==> config.mk <==
export PLATFORM = sky130hd
export DESIGN_NAME = accel_peak_valley_step_counter_top_flat
export DESIGN_NICKNAME = d
export VERILOG_FILES = /design/src/rtl/apvsc_pkg.sv /design/src/rtl/apvsc_if.sv /design/src/rtl/apvsc_sumsq.sv /design/src/rtl/apvsc_sqrt.sv /design/src/rtl/apvsc_detect.sv /design/src/rtl/accel_peak_valley_step_counter_top.sv /design/src/flat_wrapper.sv
export SDC_FILE = /design/constraint.sdc
export NUM_CORES = 1
export LEC_CHECK = 0
export BUFFER_PORTS_ARGS = -buffer_cell sky130_fd_sc_hd__buf_2
export CAP_MARGIN = 25
export CELL_PAD_IN_SITES_DETAIL_PLACEMENT = 1
export CELL_PAD_IN_SITES_GLOBAL_PLACEMENT = 1
export CORE_MARGIN = 10
export CORE_UTILIZATION = 54
export CTS_CLUSTER_SIZE = 28
export DETAILED_ROUTE_END_ITERATION = 7
export GPL_TIMING_DRIVEN = 0
export PLACE_DENSITY_LB_ADDON = 0.05
export SLEW_MARGIN = 30
export SYNTH_ARGS = -nofsm -noshare
export SYNTH_HDL_FRONTEND = slang
export SYNTH_SLANG_ARGS = --single-unit
==> constraint.sdc <==
create_clock -name clk -period 18.03 [get_ports clk]
set_input_delay 1.803 -clock clk [delete_from_list [all_inputs] [get_ports clk]]
set_output_delay 1.803 -clock clk [all_outputs]
set_load 0.02 [all_outputs]
==> src/rtl/apvsc_pkg.sv <==
// Shared types and constants of the accelerometer peak/valley step counter.
// No dependencies; every other file of the block refers to it by scoped names.
package apvsc_pkg;

  // Field widths
  localparam int TIME_W     = 32;
  localparam int AXIS_W     = 16;
  localparam int MAG_W      = 16;
  localparam int COUNT_W    = 16;
  localparam int SUM_W      = 32;
  localparam int CFG_DATA_W = 16;
  localparam int CFG_IDX_W  = 1;

  // Magnitude window
  localparam int WIN_LEN = 7;
  localparam int FILL_W  = $clog2(WIN_LEN + 1);
  localparam int CENTER  = WIN_LEN / 2;

  // Square root: one result bit per iteration
  localparam int SQRT_STEPS = MAG_W;
  localparam int SQRT_CNT_W = $clog2(SQRT_STEPS);

  // Largest magnitude a 16 bit vector can produce
  localparam logic [MAG_W-1:0] MAG_MAX = 16'd56755;

  // Configuration register indexes
  localparam logic [CFG_IDX_W-1:0] CFG_PEAK_THRESHOLD = 1'd0;
  localparam logic [CFG_IDX_W-1:0] CFG_MIN_INTERVAL   = 1'd1;

  // Configuration reset values
  localparam logic [CFG_DATA_W-1:0] THRESHOLD_RESET = 16'd4014;
  localparam logic [CFG_DATA_W-1:0] INTERVAL_RESET  = 16'd200;

  typedef struct packed {
    logic [CFG_DATA_W-1:0] peak_threshold;
    logic [CFG_DATA_W-1:0] min_peak_interval;
  } cfg_t;

  typedef struct packed {
    logic [COUNT_W-1:0] step_total;
    logic               step_seen;
  } det_res_t;

endpackage

==> src/rtl/apvsc_if.sv <==
// Valid/ready channel interfaces for the sample input and the step result.
// Depends on apvsc_pkg for field widths.
interface apvsc_in_if;
  logic                           valid;
  logic                           ready;
  logic [apvsc_pkg::TIME_W-1:0]   sample_time;
  logic signed [apvsc_pkg::AXIS_W-1:0] accel_x;
  logic signed [apvsc_pkg::AXIS_W-1:0] accel_y;
  logic signed [apvsc_pkg::AXIS_W-1:0] accel_z;

  modport source (output valid, sample_time, accel_x, accel_y, accel_z, input ready);
  modport sink   (input valid, sample_time, accel_x, accel_y, accel_z, output ready);
endinterface

interface apvsc_out_if;
  logic                            valid;
  logic                            ready;
  logic [apvsc_pkg::COUNT_W-1:0]   step_total;
  logic                            step_seen;
  logic [apvsc_pkg::MAG_W-1:0]     magnitude;

  modport source (output valid, step_total, step_seen, magnitude, input ready);
  modport sink   (input valid, step_total, step_seen, magnitude, output ready);
endinterface

==> src/rtl/apvsc_sumsq.sv <==
// Sum of squares of the three axes through one shared 16x16 multiplier.
// Axes pass through a three-entry operand line, one per cycle. Uses apvsc_pkg.
module apvsc_sumsq (
  input  logic                                clk,
  input  logic                                rst_n,
  input  logic                                start,
  input  logic signed [apvsc_pkg::AXIS_W-1:0] accel_x,
  input  logic signed [apvsc_pkg::AXIS_W-1:0] accel_y,
  input  logic signed [apvsc_pkg::AXIS_W-1:0] accel_z,
  output logic                                done,
  output logic [apvsc_pkg::SUM_W-1:0]         sum
);

  localparam int AW = apvsc_pkg::AXIS_W;
  localparam int SW = apvsc_pkg::SUM_W;

  function automatic logic [AW-1:0] abs_axis(input logic signed [AW-1:0] v);
    return v[AW-1] ? AW'(-v) : AW'(v);
  endfunction

  logic [AW-1:0] ax_r [0:2];
  logic [SW-1:0] prod_r;
  logic [SW-1:0] acc_r;
  logic [1:0]    step_r;
  logic          busy_r;
  logic          last;

  assign last = busy_r && (step_r == 2'd3);
  assign done = last;
  assign sum  = acc_r + prod_r;

  // Control: three products and the final add
  always_ff @(posedge clk) begin
    if (!rst_n) begin
      busy_r <= 1'b0;
      step_r <= 2'd0;
    end else if (start) begin
      busy_r <= 1'b1;
      step_r <= 2'd0;
    end else if (busy_r) begin
      step_r <= step_r + 2'd1;
      if (last) begin
        busy_r <= 1'b0;
      end
    end
  end

  // Operand line, product register and accumulator
  always_ff @(posedge clk) begin
    if (start) begin
      ax_r[0] <= abs_axis(accel_x);
      ax_r[1] <= abs_axis(accel_y);
      ax_r[2] <= abs_axis(accel_z);
      acc_r   <= '0;
    end else if (busy_r) begin
      ax_r[0] <= ax_r[1];
      ax_r[1] <= ax_r[2];
      prod_r  <= {{(SW-AW){1'b0}}, ax_r[0]} * {{(SW-AW){1'b0}}, ax_r[0]};
      if (step_r != 2'd0) begin
        acc_r <= acc_r + prod_r;
      end
    end
  end

endmodule

==> src/rtl/apvsc_sqrt.sv <==
// Digit-serial integer square root: two radicand bits in, one root bit out
// per cycle, restoring form. Uses apvsc_pkg.
module apvsc_sqrt (
  input  logic                          clk,
  input  logic                          rst_n,
  input  logic                          start,
  input  logic [apvsc_pkg::SUM_W-1:0]   radicand,
  output logic                          done,
  output logic [apvsc_pkg::MAG_W-1:0]   root
);

  localparam int SW = apvsc_pkg::SUM_W;
  localparam int MW = apvsc_pkg::MAG_W;
  localparam int RW = MW + 1;
  localparam int TW = MW + 3;
  localparam int CW = apvsc_pkg::SQRT_CNT_W;
  localparam logic [CW-1:0] CNT_LAST = CW'(apvsc_pkg::SQRT_STEPS - 1);

  logic [SW-1:0] rad_r;
  logic [RW-1:0] rem_r;
  logic [MW-1:0] root_r;
  logic [CW-1:0] cnt_r;
  logic          busy_r;
  logic          done_r;

  logic [TW-1:0] rem_t;
  logic [TW-1:0] trial;
  logic          fits;
  logic [RW-1:0] rem_nxt;

  assign done = done_r;
  assign root = root_r;

  // One root digit: bring down two bits, try subtracting 4*root+1
  always_comb begin
    rem_t   = {rem_r, rad_r[SW-1:SW-2]};
    trial   = {1'b0, root_r, 2'b01};
    fits    = rem_t >= trial;
    rem_nxt = fits ? RW'(rem_t - trial) : RW'(rem_t);
  end

  // Control
  always_ff @(posedge clk) begin
    if (!rst_n) begin
      busy_r <= 1'b0;
      done_r <= 1'b0;
      cnt_r  <= '0;
    end else begin
      done_r <= busy_r && (cnt_r == CNT_LAST);
      if (start) begin
        busy_r <= 1'b1;
        cnt_r  <= '0;
      end else if (busy_r) begin
        cnt_r <= cnt_r + CW'(1);
        if (cnt_r == CNT_LAST) begin
          busy_r <= 1'b0;
        end
      end
    end
  end

  // Datapath shift registers
  always_ff @(posedge clk) begin
    if (start) begin
      rad_r  <= radicand;
      rem_r  <= '0;
      root_r <= '0;
    end else if (busy_r) begin
      rad_r  <= {rad_r[SW-3:0], 2'b00};
      rem_r  <= rem_nxt;
      root_r <= {root_r[MW-2:0], fits};
    end
  end

  // A new root is never started on top of one in flight
  a_no_restart: assert property (@(posedge clk) disable iff (!rst_n)
    start |-> !busy_r)
    else $error("sqrt restarted while busy");

endmodule

==> src/rtl/apvsc_detect.sv <==
// Magnitude window, peak/valley test and step bookkeeping.
// Uses apvsc_pkg for the window length, config and result structs.
module apvsc_detect (
  input  logic                              clk,
  input  logic                              rst_n,
  input  logic                              upd,
  input  logic [apvsc_pkg::MAG_W-1:0]       mag,
  input  logic [apvsc_pkg::TIME_W-1:0]      sample_time,
  input  apvsc_pkg::cfg_t                   cfg,
  output apvsc_pkg::det_res_t               res
);

  localparam int MW = apvsc_pkg::MAG_W;
  localparam int TW = apvsc_pkg::TIME_W;
  localparam int CW = apvsc_pkg::COUNT_W;
  localparam int FW = apvsc_pkg::FILL_W;
  localparam int WL = apvsc_pkg::WIN_LEN;
  localparam int CT = apvsc_pkg::CENTER;
  localparam logic [FW-1:0] FILL_FULL = FW'(WL);

  logic [MW-1:0] win_r [0:WL-1];
  logic [FW-1:0] fill_r;
  logic [MW-1:0] valley_r;
  logic [TW-1:0] peak_time_r;
  logic [CW-1:0] count_r;

  logic [MW-1:0] nw [0:WL-1];
  logic          full;
  logic          is_peak;
  logic          is_valley;
  logic          amp_ok;
  logic          gap_ok;
  logic          step;

  // Window as it stands after this sample is appended
  always_comb begin
    for (int i = 0; i < WL - 1; i++) begin
      nw[i] = win_r[i+1];
    end
    nw[WL-1] = mag;
  end

  // Strict monotone shape around the center entry
  always_comb begin
    is_peak   = 1'b1;
    is_valley = 1'b1;
    for (int i = 0; i < CT; i++) begin
      is_peak   = is_peak   && (nw[i+1] > nw[i]);
      is_valley = is_valley && (nw[i+1] < nw[i]);
    end
    for (int i = CT; i < WL - 1; i++) begin
      is_peak   = is_peak   && (nw[i] > nw[i+1]);
      is_valley = is_valley && (nw[i] < nw[i+1]);
    end
  end

  // Peak minus valley above threshold, and enough time since last step
  assign full   = fill_r == FILL_FULL;
  assign amp_ok = {1'b0, nw[CT]} > ({1'b0, valley_r} + {1'b0, cfg.peak_threshold});
  assign gap_ok = (sample_time - peak_time_r) > TW'(cfg.min_peak_interval);
  assign step   = upd && full && is_peak && amp_ok && gap_ok;

  assign res.step_seen  = step;
  assign res.step_total = count_r + CW'(step);

  // Window shift line
  always_ff @(posedge clk) begin
    if (upd) begin
      for (int i = 0; i < WL; i++) begin
        win_r[i] <= nw[i];
      end
    end
  end

  // Fill level, valley, last peak time and step count
  always_ff @(posedge clk) begin
    if (!rst_n) begin
      fill_r      <= '0;
      valley_r    <= '0;
      peak_time_r <= '0;
      count_r     <= '0;
    end else if (upd) begin
      if (!full) begin
        fill_r <= fill_r + FW'(1);
      end else if (is_valley) begin
        valley_r <= nw[CT];
      end
      if (step) begin
        count_r     <= count_r + CW'(1);
        peak_time_r <= sample_time;
      end
    end
  end

  // A counted step advances the counter by exactly one
  a_step_count: assert property (@(posedge clk) disable iff (!rst_n)
    step |=> count_r == $past(count_r) + CW'(1))
    else $error("step counter did not advance on a counted step");

  // No step before the window is full
  a_no_early_step: assert property (@(posedge clk) disable iff (!rst_n)
    (upd && fill_r != FILL_FULL) |-> !res.step_seen)
    else $error("step counted while window filling");

endmodule

==> src/rtl/accel_peak_valley_step_counter_top.sv <==
// Top level of the accelerometer peak/valley step counter: sequencer, config
// registers and output register. Uses apvsc_pkg, apvsc_if, apvsc_sumsq,
// apvsc_sqrt and apvsc_detect.
//
//   channel  | direction | handshake        | beat contents
//   ---------+-----------+------------------+------------------------------------
//   in_bus   | in        | valid/ready      | sample_time, accel_x, accel_y, accel_z
//   out_bus  | out       | valid/ready      | step_total, step_seen, magnitude
//   cfg_*    | in        | cfg_we, no ready | cfg_index, cfg_data
//
// One sample at a time: the sum of squares in the shared squaring multiplier,
// then the bit-serial square root and its registered hand-over, then the
// update, then ready again.
// A result waits in the output register; a new sample is taken meanwhile, and
// its update cycle stalls until the waiting beat is taken.
// Synchronous active-low reset returns config registers to their defaults and
// clears the counters, the fill level and the valley.
module accel_peak_valley_step_counter_top (
  input  logic                                clk,
  input  logic                                rst_n,
  apvsc_in_if.sink                            in_bus,
  apvsc_out_if.source                         out_bus,
  input  logic                                cfg_we,
  input  logic [apvsc_pkg::CFG_IDX_W-1:0]     cfg_index,
  input  logic [apvsc_pkg::CFG_DATA_W-1:0]    cfg_data
);

  localparam logic [1:0] S_IDLE   = 2'd0;
  localparam logic [1:0] S_SUMSQ  = 2'd1;
  localparam logic [1:0] S_ROOT   = 2'd2;
  localparam logic [1:0] S_UPDATE = 2'd3;

  logic [1:0]                        state_r;
  logic [1:0]                        state_nxt;
  apvsc_pkg::cfg_t                   cfg_r;
  logic [apvsc_pkg::TIME_W-1:0]      time_r;
  logic [apvsc_pkg::MAG_W-1:0]       mag_r;
  logic                              out_valid_r;
  logic                              out_valid_nxt;
  logic [apvsc_pkg::COUNT_W-1:0]     out_total_r;
  logic                              out_seen_r;
  logic [apvsc_pkg::MAG_W-1:0]       out_mag_r;

  logic                              accept;
  logic                              upd;
  logic                              sumsq_done;
  logic [apvsc_pkg::SUM_W-1:0]       sumsq_sum;
  logic                              sqrt_done;
  logic [apvsc_pkg::MAG_W-1:0]       sqrt_root;
  apvsc_pkg::det_res_t               det_res;

  assign in_bus.ready       = state_r == S_IDLE;
  assign accept             = in_bus.valid && in_bus.ready;
  assign upd                = (state_r == S_UPDATE) && (!out_valid_r || out_bus.ready);

  assign out_bus.valid      = out_valid_r;
  assign out_bus.step_total = out_total_r;
  assign out_bus.step_seen  = out_seen_r;
  assign out_bus.magnitude  = out_mag_r;

  // Squares of the three axes
  apvsc_sumsq u_sumsq (
    .clk     (clk),
    .rst_n   (rst_n),
    .start   (accept),
    .accel_x (in_bus.accel_x),
    .accel_y (in_bus.accel_y),
    .accel_z (in_bus.accel_z),
    .done    (sumsq_done),
    .sum     (sumsq_sum)
  );

  // Floor square root of the sum
  apvsc_sqrt u_sqrt (
    .clk      (clk),
    .rst_n    (rst_n),
    .start    (sumsq_done),
    .radicand (sumsq_sum),
    .done     (sqrt_done),
    .root     (sqrt_root)
  );

  // Window and step decision
  apvsc_detect u_detect (
    .clk         (clk),
    .rst_n       (rst_n),
    .upd         (upd),
    .mag         (mag_r),
    .sample_time (time_r),
    .cfg         (cfg_r),
    .res         (det_res)
  );

  // Sequencer
  always_comb begin
    state_nxt = state_r;
    case (state_r)
      S_IDLE: begin
        if (accept) state_nxt = S_SUMSQ;
      end
      S_SUMSQ: begin
        if (sumsq_done) state_nxt = S_ROOT;
      end
      S_ROOT: begin
        if (sqrt_done) state_nxt = S_UPDATE;
      end
      S_UPDATE: begin
        if (upd) state_nxt = S_IDLE;
      end
      default: begin
        state_nxt = S_IDLE;
      end
    endcase
  end

  // Output valid: drop when taken, raise on update
  assign out_valid_nxt = (out_valid_r && !out_bus.ready) || upd;

  always_ff @(posedge clk) begin
    if (!rst_n) begin
      state_r     <= S_IDLE;
      out_valid_r <= 1'b0;
    end else begin
      state_r     <= state_nxt;
      out_valid_r <= out_valid_nxt;
    end
  end

  // Configuration registers
  always_ff @(posedge clk) begin
    if (!rst_n) begin
      cfg_r.peak_threshold    <= apvsc_pkg::THRESHOLD_RESET;
      cfg_r.min_peak_interval <= apvsc_pkg::INTERVAL_RESET;
    end else if (cfg_we) begin
      case (cfg_index)
        apvsc_pkg::CFG_PEAK_THRESHOLD: cfg_r.peak_threshold    <= cfg_data;
        apvsc_pkg::CFG_MIN_INTERVAL:   cfg_r.min_peak_interval <= cfg_data;
        default: begin
        end
      endcase
    end
  end

  // Hold the timestamp and magnitude of the sample in flight; load the beat
  always_ff @(posedge clk) begin
    if (accept) begin
      time_r <= in_bus.sample_time;
    end
    if (sqrt_done) begin
      mag_r <= sqrt_root;
    end
    if (upd) begin
      out_total_r <= det_res.step_total;
      out_seen_r  <= det_res.step_seen;
      out_mag_r   <= mag_r;
    end
  end

  // A sum only completes while the sequencer waits for it
  a_sumsq_in_state: assert property (@(posedge clk) disable iff (!rst_n)
    sumsq_done |-> state_r == S_SUMSQ)
    else $error("sum of squares completed outside its state");

  // A result beat appears only from the update cycle
  a_beat_from_update: assert property (@(posedge clk) disable iff (!rst_n)
    $rose(out_valid_r) |-> $past(state_r == S_UPDATE))
    else $error("result raised without an update");

  // Magnitudes stay within what three 16 bit axes can give
  a_mag_range: assert property (@(posedge clk) disable iff (!rst_n)
    out_valid_r |-> out_mag_r <= apvsc_pkg::MAG_MAX)
    else $error("magnitude out of range");

endmodule

==> src/flat_wrapper.sv <==
// flat-port wrapper written by rule: the top's interface ports become plain ports
module accel_peak_valley_step_counter_top_flat 
  (clk, rst_n, cfg_we, cfg_index, cfg_data, in_bus_valid, in_bus_sample_time, in_bus_accel_x, in_bus_accel_y, in_bus_accel_z, in_bus_ready, out_bus_valid, out_bus_step_total, out_bus_step_seen, out_bus_magnitude, out_bus_ready);
  apvsc_in_if in_bus_i ();
  apvsc_out_if out_bus_i ();
  input  logic clk;
  input  logic rst_n;
  input  logic cfg_we;
  input  logic [apvsc_pkg::CFG_IDX_W-1:0] cfg_index;
  input  logic [apvsc_pkg::CFG_DATA_W-1:0] cfg_data;
  input wire logic [$bits(in_bus_i.valid)-1:0] in_bus_valid;
  input wire logic [$bits(in_bus_i.sample_time)-1:0] in_bus_sample_time;
  input wire logic [$bits(in_bus_i.accel_x)-1:0] in_bus_accel_x;
  input wire logic [$bits(in_bus_i.accel_y)-1:0] in_bus_accel_y;
  input wire logic [$bits(in_bus_i.accel_z)-1:0] in_bus_accel_z;
  output wire logic [$bits(in_bus_i.ready)-1:0] in_bus_ready;
  output wire logic [$bits(out_bus_i.valid)-1:0] out_bus_valid;
  output wire logic [$bits(out_bus_i.step_total)-1:0] out_bus_step_total;
  output wire logic [$bits(out_bus_i.step_seen)-1:0] out_bus_step_seen;
  output wire logic [$bits(out_bus_i.magnitude)-1:0] out_bus_magnitude;
  input wire logic [$bits(out_bus_i.ready)-1:0] out_bus_ready;
  assign in_bus_i.valid = in_bus_valid;
  assign in_bus_i.sample_time = in_bus_sample_time;
  assign in_bus_i.accel_x = in_bus_accel_x;
  assign in_bus_i.accel_y = in_bus_accel_y;
  assign in_bus_i.accel_z = in_bus_accel_z;
  assign in_bus_ready = in_bus_i.ready;
  assign out_bus_valid = out_bus_i.valid;
  assign out_bus_step_total = out_bus_i.step_total;
  assign out_bus_step_seen = out_bus_i.step_seen;
  assign out_bus_magnitude = out_bus_i.magnitude;
  assign out_bus_i.ready = out_bus_ready;
  accel_peak_valley_step_counter_top u_core (.clk(clk), .rst_n(rst_n), .in_bus(in_bus_i), .out_bus(out_bus_i), .cfg_we(cfg_we), .cfg_index(cfg_index), .cfg_data(cfg_data));
endmodule
---- Yosys cells after proc, flatten, opt, wreduce, memory -nomap -nowiden ----
Memory sizes are Yosys's and may differ from the RTL's.
Cells that the tools add are included.
storage, ports and cells
  flip-flop bits (word level) ............. 321
  bits in latches ......................... 0
  memory bits (writable) .................. 160
  bits in read-only memories .............. 0
  input port bits ......................... 102
  output and inout bits ................... 35
  word-level logic and storage cells ...... 131
  memories kept ........................... 2
memories
  memory                 words  bits a word  read ports  clocked after Yosys merged registers in  wr ports  line                RTL
  u_core.u_detect.win_r  7      16           6           0                                        7         apvsc_detect.sv:21  logic [MW-1:0] win_r [0:WL-1];
  u_core.u_sumsq.ax_r    3      16           3           0                                        3         apvsc_sumsq.sv:21   logic [AW-1:0] ax_r [0:2];
operators by class
  add/subtract/negate cells ............... 12
  $mul .................................... 1
  div/mod/pow operators ................... 0
  magnitude comparators ................... 15
  equality and inequality tests ........... 10
  shift-type cells ........................ 0
  multiplexer cells ....................... 26
  bitwise logic cells ..................... 6
  reduce and logical (&&, ||, !) cells .... 36
operator list
  operator                                       count
  > comparator 16 bit                            6
  less-than comparator 16 bit                    6
  two-way mux 16 bit                             5
  two-way mux 32 bit                             2
  negation 16 bit                                3
  adder 32 bit                                   1
  > comparator 32 x 16 -> 1 bit                  1
  multiplier 16 x 16 -> 32 bit                   1
  subtractor 32 bit                              1
  greater-or-equal comparator 19 x 18 -> 1 bit   1
  logical AND 1 bit                              19
  adder 16 x 16 -> 17 bit                        1
  > comparator 16 x 17 -> 1 bit                  1
  two-way mux 17 bit                             1
  subtractor 17 bit                              1
  adder 16 x 1 -> 16 bit                         1
  adder 16 x 1 -> 16 bit, second input constant  1
  two-way mux 1 bit                              13
  AND reduction 2 bit                            6
  two-way mux 2 bit                              4
  case mux 2 bit (4 select lines)                1
  == test 2 bit, second input constant           3
  != test 2 bit, second input constant           3
  adder 4 x 1 -> 4 bit, second input constant    1
  other kinds (15)                               23

---- Logic depth before layout (Yosys ltp) ----
Gate-level depths: netlist of the first run.
An unclocked memory read counts as a cell.
  word-level depth ........................ 11
  depth in mapped cells ................... 29

---- Modules after synthesis ----
Synthesis of the first run repeated with hierarchy kept, for this count alone.
unflattened totals
  cell total of the unflattened synthesis .. 3412
  area total of the unflattened synthesis .. 33696.1 µm²
modules (own cells, without submodules)
  module                              instances  cells each  area an instance (µm²)  seq. area each (µm²)
  apvsc_sumsq                         1          1529        13967.1                 3072.9
  apvsc_detect                        1          1293        12105.4                 4224.1
  accel_peak_valley_step_counter_top  1          248         3885.0                  3133.0
  apvsc_sqrt                          1          342         3738.6                  1741.7

---- Worst setup path before layout of the first run ----
No wires, ideal clock.
  path type ............................... input -> register
  start ................................... input port out_bus_ready
  end ..................................... register u_core.out_total_r (netlist bit u_core.out_bus.step_total[11]), data pin
  library setup time ...................... 260 ps
  data arrival time ....................... 6972 ps
  data required time ...................... 17770 ps
  path slack .............................. 10798 ps
  stages on the path ...................... 15
  buffers on the path ..................... 1
  cells stage by stage .................... nor2b_4 -> nor2b_4 -> nand2_1 -> or4_1 -> nor4_1 -> nand4_1 -> or4b_4 -> or4_4 -> clkbuf_1 -> nor2_1 -> ha_1 -> and3_1 -> nand3_1 -> or3_1 -> xnor2_1
RTL lines
  item                  line                                       RTL
  start, declared       flat_wrapper.sv:21                         input wire logic [$bits(out_bus_i.ready)-1:0] out_bus_ready;
  end signal, assigned  accel_peak_valley_step_counter_top.sv:153  out_total_r <= det_res.step_total;
  end, declared         accel_peak_valley_step_counter_top.sv:40   logic [apvsc_pkg::COUNT_W-1:0] out_total_r;

==> run_results.csv, run 1 <==
group,metric,value,unit
layout,nFillCells,6729,
clock_tree,clkTransAtPathRegs,0.06,ns
floorplan,fp.dieW,264,um
min_path,whs_path_depth,0,
synthesis,yosysUniqueCellTypes,67,
floorplan,start_util,0.545,
setup_path,cp_slowest_cell,"o41ai_1",
sta,setup_viol,0,
synthesis,synth_simple_gate_area_frac,0.141,
min_path,min_from,"u_core.mag_r[1]",
synthesis,syn_nets,3980,
placed_design,hpwl,73600,um
setup_path,reg2reg_from,"u_core.u_sumsq.ax_r[0][1]",
placed_design,preCtsSetupSlack,9.96,ns
floorplan,num_rows,89,
synthesis,synth.most_common_cell,"inv_1",
synthesis,synth_top_cell_area_share,0.254,
synthesis,ys_seq_elements,448,
sta,post-route-period-util,0.451,
synthesis,ys_seq_area_frac,0.364,
clock_tree,cts_resized,0,
route,drt_iter0_markers,1448,
synthesis,synth_compound_area_frac,0.125,
setup_path,cp_slowest_stage_delay,0.58,ns
global_route,first_global_vias,28400,
placed_design,portBuffers,136,
sta,fmax,123,MHz
layout,area_growth,11.3,%
sta,clock_skew,0.0272,ns
clock_tree,clock_sinks,448,
synthesis,synthCells,3371,
setup_path,cp-end-kind,"flop",
route,drtPass1Iterations,5,
synthesis,synth_edf_count,272,
synthesis,muxShareOfSynthArea,0.0204,
global_route,grt_usage,0.266,
synthesis,synth_area_leaders,"edfxtp_1 25%, ha_1 13%, dfxtp_1 11%",
setup_path,start_kind,"flop",
route,viasPerCell,5.79,
setup_path,worst_ep_arrival_time,8.47,ns
sta,min_period,8.13,ns
synthesis,async_reset_ff_frac,0,
clock_tree,hold_buffers,0,
route,ant_nets,0,
setup_path,cp.required,18.37,ns
setup_path,reg2reg_depth,27,
floorplan,chipHeight,264,um
floorplan,boundaryPins,137,
clock_tree,cts_made_buffers,50,
global_route,grt_pass1_wl,151000,um
clock_tree,post_cts_buffers,0,
synthesis,ys_dominant_reg_cell,"edfxtp_1",
layout,finish.utilization,0.606,
layout,nets,4176,
setup_path,cp.buffers_inverters,9,
synthesis,syn_area,32200,sq um
synthesis,synthXorXnorAreaFrac,0.0436,
synthesis,yosys-top-cells-count,"458 x inv_1, 368 x nand2_1, 341 x ha_1",
setup_path,cp_common_cell,"inv_1",
floorplan,die-area,69700,sq um
setup_path,crit_path_max_fanout,10,
sta,hold_viol_final,0,
min_path,hp-class,"reg -> reg",
sta,rsz0062_at_grt,"no",
route,routedWlPerCell,21.3,um
job,maxCapViolCount,0,
route,via_count,25400,
clock_tree,insertion_delay,0.62,ns
clock_tree,clockRootBuffer,"clkbuf_16",
route,drt_wl_total,93500,um
sta,setup_slack,9.90,ns
clock_tree,cts_tree,"built",
global_route,grt_max_degree,49,
placed_design,globalplace.congestion,0.910,
synthesis,synth_top_area_cell,"edfxtp_1",
clock_tree,clock_path_buffers,3,
setup_path,crit_path_start,"u_core.u_sumsq.ax_r[0][1]",
synthesis,synthAdderAreaFrac,0.236,
global_route,grt-ovfl-total,0,
synthesis,synth_area_per_cell,9.54,sq um
global_route,antenna_found_initial,1,
layout,drive_gt1_frac,0.0743,
status,status,"completed",
sta,tns,0,ns
synthesis,synth_top_family_by_area,"adder cells",
sta,slew_headroom,0.312,
clock_tree,htree_levels,2,
setup_path,critical_path_class,"reg -> reg",
setup_path,cp.depth,27,
floorplan,core,59000,sq um
sta,worst_slew_pin_slew,1.02,ns
route,drc_errors,0,
synthesis,yosysWarnings,0,
sta,finalMaxSlewViolations,0,
setup_path,cp_top_family,"adder cells",
## metrics by stage
| stage | std cells | instance area [sq um] | hold slack (ns) |
|---|---|---|---|
| finish | 4383 | 35800 | 0.436 |
| global route | 4382 | 35800 | 0.460 |
| CTS | 4382 | 35800 | 0.445 |
| detailed placement | 4288 | 34000 | 0.436 |
| global placement | 4280 | 33800 | 0.432 |
| floorplan | 3371 | 32200 | 0.426 |
## logic make-up (layout without fill, tap and decap cells)
logic type,after synthesis,in the layout
fa+ha+maj,507,507
buf+inv,586,824
simple gates,948,948
xor+xnor,160,160
mux,65,65
other cells,0,1
compound gates,657,657
flops,448,448
## cells in the final DEF, fill, tap and decap left out, types with 71 or more instances in the layout
master and n:
a21oi_1 219, buf_2 137, clkbuf_1 113, dfxtp_1 176, edfxtp_1 272, fa_1 166
ha_1 341, inv_1 458, nand2_1 368, nand3_1 91, nor2_1 172, o21ai_0 172
xnor2_1 89, xor2_1 71
## registers in the layout, indices dropped and copies added, names as in the netlist, 2 cells and up
register / cells
u_core.u_detect.fill_r: 3
u_core.u_sumsq.prod_r: 31
u_core.u_sumsq.acc_r: 32
u_core.state_r: 2
u_core.mag_r: 16
u_core.time_r: 32
u_core.u_sqrt.cnt_r: 4
u_core.u_sumsq.step_r: 2
u_core.u_detect.win_r: 96
u_core.u_detect.valley_r: 16
u_core.cfg_r: 32
u_core.u_sumsq.ax_r: 48
u_core.u_sqrt.rad_r: 32
u_core.u_detect.count_r: 16
u_core.u_sqrt.root: 16
u_core.out_bus.step_total: 16
u_core.u_sqrt.rem_r: 17
u_core.u_detect.peak_time_r: 32
## cell type report
class / instances / area (sq um) / share of cell area
Inverter: 458 / 1720 / 0.0480
Sequential cell: 448 / 11700 / 0.327
Antenna cell: 1 / 2.50 / 0.0000699
Timing Repair Buffer: 144 / 893 / 0.0250
Tap cell: 773 / 967 / 0.0270
Buffer: 128 / 554 / 0.0155
Clock inverter: 15 / 181 / 0.00507
Multi-Input combinational cell: 2337 / 18200 / 0.509
Clock buffer: 79 / 1560 / 0.0435
## worst reg2reg max path, delay by kind of cell, from the launching register on
kind	cells	cell delay, ns
buffers and inverters	9	1.14
AOI/OAI and AO/OA	8	2.15
and+or+nand+nor	2	0.43
DFF	1	0.45
adders and majority gates	7	3.46
muxes	1	0.25
## routing by layer
layer,up-vias,track usage,part of all wire
met2,495,0.503,0.54
met1,12700,0.299,0.39
met5,-,0,0
met3,225,0.0268,0.031
li1,11900,-,-
met4,0,0.106,0.040
## path summary, 6_finish.rpt
kind                                 endpoint  slack (ns)
setup / recovery    u_core.u_sumsq.prod_r[31]        9.90
hold / removal    u_core.u_detect.win_r[6][1]        0.44
setup reg to reg    u_core.u_sumsq.prod_r[31]        9.90
hold reg to reg   u_core.u_detect.win_r[6][1]        0.44
Power of run 1 is left out: the tool's default activity adds up to more than one toggle a clock period on the data nets, which glitch-free logic cannot reach.
==> run 2: changes to the inputs <==
- CORE_UTILIZATION: 54 -> 45
- clock period: 18.03 -> 7.2 ns (I/O delays scaled with it)
==> run_results.csv, run 2 (synthesized netlist as in run 1, its figures left out) <==
group,metric,value,unit
setup_path,cp_common_cell,"fa_1",
clock_tree,hold_buffers,0,
min_path,min_from,"in_bus_sample_time[7]",
placed_design,portBuffers,136,
route,drt_wl_total,89800,um
global_route,antenna_found_initial,1,
floorplan,num_rows,97,
clock_tree,cts_made_buffers,53,
setup_path,cp.required,7.56,ns
setup_path,cp_slowest_cell,"fa_1",
setup_path,crit_path_max_fanout,10,
placed_design,globalplace.congestion,0.882,
layout,regMostFlops,"u_core.u_detect.win_r",
layout,largest_reg_flops,96,
sta,setup_viol,0,
clock_tree,clock_path_buffers,3,
clock_tree,cts_tree,"built",
sta,fmax,145,MHz
route,drtPass1Iterations,7,
layout,drive_gt1_frac,0.0915,
clock_tree,htree_levels,2,
sta,clock_skew,0.0461,ns
sta,finalMaxSlewViolations,0,
route,routedWlPerCell,19.6,um
clock_tree,clock_sinks,448,
sta,worst_slew_pin_slew,0.917,ns
floorplan,die-area,82500,sq um
sta,holdWs,0.275,ns
sta,min_period,6.90,ns
setup_path,crit_chain,"clkbuf_4 -> nand2_1 -> fa_1 -> fa_1 -> inv_1 -> fa_1 -> fa_1 -> fa_1 -> inv_1 -> fa_1 -> inv_1 -> ha_1 -> a21o_1 -> a21o_1 -> a21oi_2 -> nor2b_1 -> o211a_1 -> o311ai_2 -> a21oi_1 -> o21a_1 -> o211ai_1 -> nand4b_1 -> xor2_1",
global_route,grt_usage,0.214,
setup_path,crit_path_start,"u_core.u_sumsq.ax_r[0][5]",
job,maxCapViolCount,0,
floorplan,core,70400,sq um
floorplan,fp.dieW,287,um
global_route,grt-ovfl-total,0,
min_path,hp-class,"in -> reg",
setup_path,reg2reg_from,"u_core.u_sumsq.ax_r[0][5]",
clock_tree,insertion_delay,0.62,ns
setup_path,start_kind,"flop",
floorplan,start_util,0.457,
setup_path,cp-end-kind,"flop",
route,ant_nets,0,
placed_design,hpwl,72000,um
setup_path,critical_path_class,"reg -> reg",
layout,finish.utilization,0.517,
layout,area_growth,13.1,%
status,status,"completed",
sta,hold_viol_final,0,
route,viasPerCell,5.43,
route,drt_iter0_markers,1164,
layout,nets,4203,
layout,stdcell_count,4580,
route,drc_errors,0,
layout,final_common_cell,"inv_1",
clock_tree,clkTransAtPathRegs,0.06,ns
layout,reg.largest.list,"u_core.u_detect.win_r: 96 flops, u_core.u_sumsq.ax_r: 48 flops",
route,via_count,24900,
clock_tree,clockRootBuffer,"clkbuf_16",
layout,mostFrequentLayoutCells,"458 x inv_1, 368 x nand2_1, 341 x ha_1",
sta,post-route-period-util,0.959,
sta,slew_headroom,0.373,
floorplan,chipHeight,287,um
placed_design,dp.cells,4457,
setup_path,worst_ep_arrival_time,7.27,ns
floorplan,boundaryPins,137,
setup_path,cp_slowest_stage_delay,0.56,ns
sta,tns,0,ns
global_route,grt_max_degree,48,
global_route,grt_pass1_wl,143000,um
global_route,first_global_vias,26800,
-- run 2: changes by cell type in the layout (fill, tap and decap cells not counted), sizes merged --
| cell | previous run | this run |
|---|---|---|
| clkbuf | 179 | 171 |
| bufinv | 2 | 0 |
| clkinvlp | 1 | 3 |
| clkinv | 11 | 15 |
| buf | 172 | 203 |
| inv | 459 | 462 |
-- run 2: layer usage --
layer | up-vias | GRT usage | part of all wire
met5 | - | 0 | 0
met4 | 0 | 0.0602 | 0.028
met3 | 137 | 0.0262 | 0.031
met2 | 337 | 0.381 | 0.51
met1 | 12400 | 0.269 | 0.43
li1 | 12000 | - | -
-- run 2: worst paths after layout --
| check | depth (start not counted) | end | slack [ns] |
|---|---|---|---|
| worst max-delay path | 23 | u_core.u_sumsq.prod_r[30] | 0.30 |
| worst min-delay path | 1 | u_core.time_r[7] | 0.28 |
| worst max register to register | 23 | u_core.u_sumsq.prod_r[30] | 0.30 |
| worst min register to register | 0 | u_core.u_detect.win_r[6][5] | 0.45 |
-- run 2: stage by stage --
stage	worst slack (ns)	area [sq um]
3_3_place_gp	-0.778	34000
6_report	0.298	36400
5_1_grt	-0.0349	36400
3_5_place_dp	-0.796	34300
2_1_floorplan	0.457	32200
4_1_cts	-0.0235	36100
-- run 2: worst max-delay path: cells and delay by family, from the launching register on --
family	cells	cell delay (ns)
AOI/OAI and AO/OA	8	1.69
xor gates and xnor gates	1	0.17
adders and majority gates	7	3.51
buffers and inverters	4	0.47
DFF	1	0.52
and+or+nand+nor	3	0.33
-- run 2: repair_timing --
action | CTS | global route
pin swaps | 0 | 3
setup endpoints to repair | 17 | 21
gates cloned | 0 | 0
buffers inserted | 3 | 22
gates resized for setup | 21 | 33
-- run 2: cell type report --
cell class	count	area (sq um)
fillers	8028	34000
multi-input cells	2337	18300
flip-flops and latches	448	11700
inverters	458	1720
clock buffers	78	1590
well taps	940	1180
repair buffers	171	1100
plain buffers	125	589
clock inverters	22	175
diodes	1	2.50
Power of run 2 is left out for the same reason.
